[config.mk]
export PLATFORM = sky130hd
export DESIGN_NAME = qapd_cordic
export DESIGN_NICKNAME = d
export VERILOG_FILES = /design/src/hw/rtl/qapd_pkg.sv /design/src/hw/rtl/qapd_cordic.sv
export SDC_FILE = /design/constraint.sdc
export NUM_CORES = 2
export LEC_CHECK = 0
export ABC_AREA = 1
export BUFFER_PORTS_ARGS = -buffer_cell sky130_fd_sc_hd__buf_2
export CORE_UTILIZATION = 34
export CTS_CLUSTER_SIZE = 24
export DETAILED_ROUTE_END_ITERATION = 6
export PLACE_DENSITY = 0.57
export RECOVER_POWER = 100
export SLEW_MARGIN = 20
export SYNTH_ARGS = -nofsm -noshare
export SYNTH_HDL_FRONTEND = slang
export SYNTH_SLANG_ARGS = --single-unit
[constraint.sdc]
create_clock -name clk_i -period 3.95 [get_ports clk_i]
set_input_delay 0.1975 -clock clk_i [delete_from_list [all_inputs] [get_ports clk_i]]
set_output_delay 0.1975 -clock clk_i [all_outputs]
set_load 0.005 [all_outputs]
[src/hw/rtl/qapd_pkg.sv]
// Package for the quaternion attitude PD controller: beat structs, register
// indexes, fixed-point constants and the CORDIC arctangent table.
// No dependencies.
`timescale 1ns / 1ps
package qapd_pkg;

  localparam int CordicSteps = 16;
  localparam int CordicGain = 39797;
  localparam int HalfPiU16 = 102944;
  localparam int PiU16 = 205887;
  localparam int Deg16ToRadQ12 = 292818;
  localparam int CfgIdxW = 3;

  typedef enum logic [CfgIdxW-1:0] {
    RegAttP = 3'd0,
    RegAttD = 3'd1,
    RegYawP = 3'd2,
    RegYawD = 3'd3,
    RegThrScale = 3'd4,
    RegPitchLim = 3'd5,
    RegYawSet = 3'd6,
    RegNone = 3'd7
  } cfg_reg_e;

  typedef struct packed {
    logic signed [15:0] roll_target;
    logic signed [15:0] pitch_target;
    logic signed [15:0] radio_pitch;
    logic [7:0] radio_throttle;
    logic [15:0] position_thrust;
    logic signed [15:0] gyro_x;
    logic signed [15:0] gyro_y;
    logic signed [15:0] gyro_z;
    logic signed [15:0] quat_w;
    logic signed [15:0] quat_x;
    logic signed [15:0] quat_y;
    logic signed [15:0] quat_z;
  } in_beat_t;

  typedef struct packed {
    logic signed [15:0] roll_command;
    logic signed [15:0] pitch_command;
    logic signed [15:0] yaw_command;
    logic [15:0] thrust_command;
  } out_beat_t;

  // CORDIC angle state: x, y in 2^-16, z in 2^-16 rad.
  typedef struct packed {
    logic signed [19:0] x;
    logic signed [19:0] y;
    logic signed [19:0] z;
    logic flip;
  } cordic_t;

  function automatic logic signed [19:0] atan_lut(input logic [3:0] idx);
    logic signed [19:0] r;
    unique case (idx)
      4'd0: r = 20'sd51472;
      4'd1: r = 20'sd30385;
      4'd2: r = 20'sd16055;
      4'd3: r = 20'sd8150;
      4'd4: r = 20'sd4091;
      4'd5: r = 20'sd2047;
      4'd6: r = 20'sd1024;
      4'd7: r = 20'sd512;
      4'd8: r = 20'sd256;
      4'd9: r = 20'sd128;
      4'd10: r = 20'sd64;
      4'd11: r = 20'sd32;
      4'd12: r = 20'sd16;
      4'd13: r = 20'sd8;
      4'd14: r = 20'sd4;
      default: r = 20'sd2;
    endcase
    return r;
  endfunction

endpackage

[src/hw/rtl/qapd_cordic.sv]
// Pipelined CORDIC for sine and cosine of a half angle, one step per stage.
// Depends on qapd_pkg. The input, every step and the output are registered.
`timescale 1ns / 1ps
module qapd_cordic
  import qapd_pkg::*;
(
  input  logic                clk_i,
  input  logic signed [16:0]  angle_i,
  output logic signed [15:0]  cos_o,
  output logic signed [15:0]  sin_o
);

  cordic_t stage_q [CordicSteps+1];
  logic signed [19:0] z0;

  always_comb begin
    z0 = 20'(angle_i) <<< 3;
  end

  always_ff @(posedge clk_i) begin
    stage_q[0].x <= 20'(CordicGain);
    stage_q[0].y <= '0;
    if (z0 > 20'sd102944) begin
      stage_q[0].z <= z0 - 20'sd205887;
      stage_q[0].flip <= 1'b1;
    end else if (z0 < -20'sd102944) begin
      stage_q[0].z <= z0 + 20'sd205887;
      stage_q[0].flip <= 1'b1;
    end else begin
      stage_q[0].z <= z0;
      stage_q[0].flip <= 1'b0;
    end
  end

  for (genvar i = 0; i < CordicSteps; i++) begin : g_step
    always_ff @(posedge clk_i) begin
      stage_q[i+1].flip <= stage_q[i].flip;
      if (!stage_q[i].z[19]) begin
        stage_q[i+1].x <= stage_q[i].x - (stage_q[i].y >>> i);
        stage_q[i+1].y <= stage_q[i].y + (stage_q[i].x >>> i);
        stage_q[i+1].z <= stage_q[i].z - atan_lut(4'(i));
      end else begin
        stage_q[i+1].x <= stage_q[i].x + (stage_q[i].y >>> i);
        stage_q[i+1].y <= stage_q[i].y - (stage_q[i].x >>> i);
        stage_q[i+1].z <= stage_q[i].z + atan_lut(4'(i));
      end
    end
  end

  logic signed [19:0] xr, yr;
  always_comb begin
    xr = (stage_q[CordicSteps].x + 20'sd2) >>> 2;
    yr = (stage_q[CordicSteps].y + 20'sd2) >>> 2;
  end

  always_ff @(posedge clk_i) begin
    cos_o <= stage_q[CordicSteps].flip ? 16'(-xr) : 16'(xr);
    sin_o <= stage_q[CordicSteps].flip ? 16'(-yr) : 16'(yr);
  end

endmodule

### Word-level counts from Yosys, hierarchy flattened

Memories as Yosys holds them, arrays and structs flattened.
Cells that the tools add are included.

* flip-flop bits (word level): 32
* memory bits (writable): 1037
* bits of input ports: 18
* output and inout bits: 32
* word-level logic and storage cells: 252
* memories kept: 1

* add/sub/neg operators: 101
* order comparisons: 2
* multiplexer cells: 94
* bitwise logic cells: 52

Memory list
* stage_q: depth 17, bits a word 61, rd ports 17, clocked after Yosys merged registers in 0, wr ports 17, line qapd_cordic.sv:13 `cordic_t stage_q [CordicSteps+1];`

Operators with widths (count)
* $mux 20: 50
* $or 1x1->1: 52
* $mux 1: 42
* $add 20x10->20: 2
* $add 20x11->20: 2
* $add 20x12->20: 2
* $add 20x12->20 const B: 2
* $add 20x13->20: 2
* $add 20x14->20: 2
* $add 20x15->20: 2
* $add 20x16->20: 2
* $add 20x17->20: 2
* $add 20x18->20: 2
* $add 20x19->20: 2
* $add 20x5->20: 2
* $add 20x6->20: 2
* $add 20x7->20: 2
* $add 20x8->20: 2
* $add 20x9->20: 2
* $sub 20x10->20: 2
* $sub 20x11->20: 2
* $sub 20x12->20: 2
* $sub 20x12->20 const B: 2
* $sub 20x13->20: 2
* 48 further kinds: 63

### Logic depth before layout (Yosys ltp)

* word-level depth: 6
* depth in mapped cells: 20
* mapped depth without buffers: 20

### Worst setup path before layout

Ideal clock, no wire load.

* kind: register to register
* start: memory stage_q[2][20] in the netlist's numbering
* end: memory stage_q[3][37] in the netlist's numbering
* library setup time: 0.112 ns
* arrival: 2.811 ns
* required time: 3.838 ns
* path slack: 1.027 ns
* cell stages (with the launch flop): 14
* path buffers: 2
* period minus slack after synthesis: 2.923 ns
* cells stage by stage: dfxtp_1 -> inv_1 -> clkbuf_1 -> buf_1 -> nand2_1 -> xor2_1 -> ha_1 -> nand2_1 -> o21ai_0 -> a21oi_1 -> o21ai_0 -> nand3_1 -> nand3_1 -> nand2_1

RTL lines (line)
* start, declared: qapd_cordic.sv:13

==> out/metrics.cfg <==
[routing]
via_count = 60353
drtIter0Drc = 3721
wire_per_inst_um = 15.7
viasPerCell = 4.97
drcViolationCount = 0
wl_um = 191000
first_pass_iters = 6
ant_nets = 0

[setup_path]
worstPathMaxFanout = 22
critPathArrivalTime_ps = 4010
criticalPathCategory = in -> reg
regToRegStartpoint = stage_q[14][20]
worstPathRequired_ps = 4460
start_kind = input port
cp-end-kind = register
cp-startpoint = angle_i[3]

[sta]
finalCritPeriodShare_pct = 88.6
hold_violations = 0
relSlewSlack_pct = -4.92
tns_ps = 0
finClkSkew_ps = 47.2
max_freq_mhz = 286
maxSlewViolCount = 33
setup_viol = 0
min_period_ps = 3500
rsz0062_at_grt = false
max_slew.worst_pin.slew_ps = 1570

[final_layout]
area_growth_syn_to_layout_pct = 10.9
drive_gt1_share_pct = 3.07
fill_cells = 20753
fin_nets = 10286

[synth]
synth-main-ff-cell = dfxtp_1
synth_edf_count = 20
synth_top_cell_by_area = dfxtp_1
synth_top_area_share_pct = 26.8
synth_common_cells = nand2_1 (1,923), inv_1 (972), dfxtp_1 (901)
yosysSeqAreaShare_pct = 27.7
syn_area_sq_um = 67400
ys.warnings.count = 0
synth.most_common_cell = nand2_1
netlist_instances = 9237
avgSynthCellArea_sq_um = 7.29
synth.area.top_cells = dfxtp_1 (27%), ha_1 (15%), nand2_1 (11%)
yosysUniqueCellTypes = 60
ys_ff_latch = 921
async_flop_share_pct = 0

[run_status]
violations = max-capacitance violations, max-slew violations
outcome = finished, violations left

[cts]
clkSlewWorstSetupHoldPaths_ps = 60
cts_hold_buf = 16
cts_resized = 0
cts_tree = done
cts-root-buf = clkbuf_16
clk_latency_ps = 750
ctsLongestPathBuffers = 3
cts_buffers = 107
htreeDepth = 3
numClockSinks = 921
post_cts_buffers = 0

[grt]
grt_start_max_net_pins = 33
antenna_found_initial = 4
grt_pass1_vias = 59481
grt_pass1_wl_um = 309000
grt-ovfl-total = 0
grtUsageTotal_pct = 18.9

[floorplan]
chipWidth_um = 447
die_area_sq_um = 200000
die_h_um = 447
boundaryPins = 50
initial_core_util_pct = 34.2
rows = 163
design.core.area_sq_um = 197000

[placement]
place_congestion = 0.931
port_buffers = 49
dp_hpwl_um = 158000

[worst_hold_path]
min_path_type = in -> reg
hp-start = angle_i[14]

[run]
maxCapViolCount = 1

stage by stage:
step                      instances  hold slack, ps  setup WS, ps  cell area [sq um]  utilization [%]
after floorplan                9259             310          1030              67500                -
after global placement        11919             310           623              71000             36.0
after detailed placement      11919             312           588              71000             36.0
after CTS                     12132            7.60           588              74900             38.0
after global routing          12133            84.1           114              74700             37.9
final                         12134            89.0           451              74700             37.9
routing by layer:
layer / wire length (um) / GRT usage, % / vias up
met5: 13 / 0 / -
met4: 5090 / 5.37 / 2
met3: 7020 / 2.08 / 292
met2: 88600 / 32.6 / 1195
met1: 89900 / 24.6 / 27707
li1: - / - / 31157
layout by cell type (no fill, tap or decap), types with 8 or more instances in the layout:
cell and instances:
o31ai_1 31, o21ai_0 525, dlygate4sd3_1 16, buf_2 24, nand2_2 10, buf_4 17
clkbuf_1 55, clkbuf_16 111, nand3_1 495, dfxtp_1 901, clkbuf_8 8, xor2_1 721
nand2_1 1924, edfxtp_1 20, nand3b_1 18, clkinv_4 10, inv_2 10, conb_1 24
inv_1 975, nor4_1 50, nor2_1 902, xnor2_1 244, a21o_1 115, o211ai_1 14
fa_1 44, o21a_1 34, a21oi_1 791, bufinv_16 13, or2_2 16, clkinvlp_4 17
clkinv_2 15, nand4_1 114, a211oi_1 46, ha_1 820, nor3_1 124, a21boi_0 25
o21bai_1 70, o21ai_2 8, a31oi_1 64
sequential cells by signal (all words and copies together) (netlist names):
register,flops
cos_o,16
stage_q,889
sin_o,16
final cells by class:
cell class / instances / area, sq um / area share [%]
timing repair buffer: 99 / 566 / 0.757
clock buffer: 132 / 2940 / 3.93
multi-input combinational: 7284 / 44700 / 59.9
antenna: 2 / 5.00 / 0.00670
tap: 2640 / 3300 / 4.42
sequential: 921 / 18600 / 24.9
clock inverter: 65 / 795 / 1.06
inverter: 991 / 3720 / 4.98
final timing paths:
kind         slack (ps)  cells after the start         endpoint
max                 450                     13   stage_q[0][17]
min                  90                      7   stage_q[0][18]
max reg2reg         500                     12  stage_q[15][56]
min reg2reg         320                      0   stage_q[10][0]
logic make-up after synthesis:
| family | Yosys count | synth area share [%] |
|---|---|---|
| and+or+nand+nor | 3685 | 22.8 |
| AOI/OAI and AO/OA | 1745 | 14.5 |
| buffers and inverters | 1054 | 5.92 |
| xor gates and xnor gates | 966 | 12.6 |
| DFF | 921 | 27.7 |
| adders and majority gates | 864 | 16.5 |
| other | 2 | 0.0111 |
worst max-delay path: stages:
cell and delay [ps]:
dlygate4sd3_1 540, clkbuf_1 170, ha_1 270, nand3_1 80, nand2_1 60, nand4_1 90, nand2_1 80, nor2_1 930
inv_1 640, nand2_2 620, inv_1 150, nand2_1 90, nand2_1 50
Power is not shown: default switching activity piles up to over one toggle a cycle in this logic, so the estimate is an artifact.
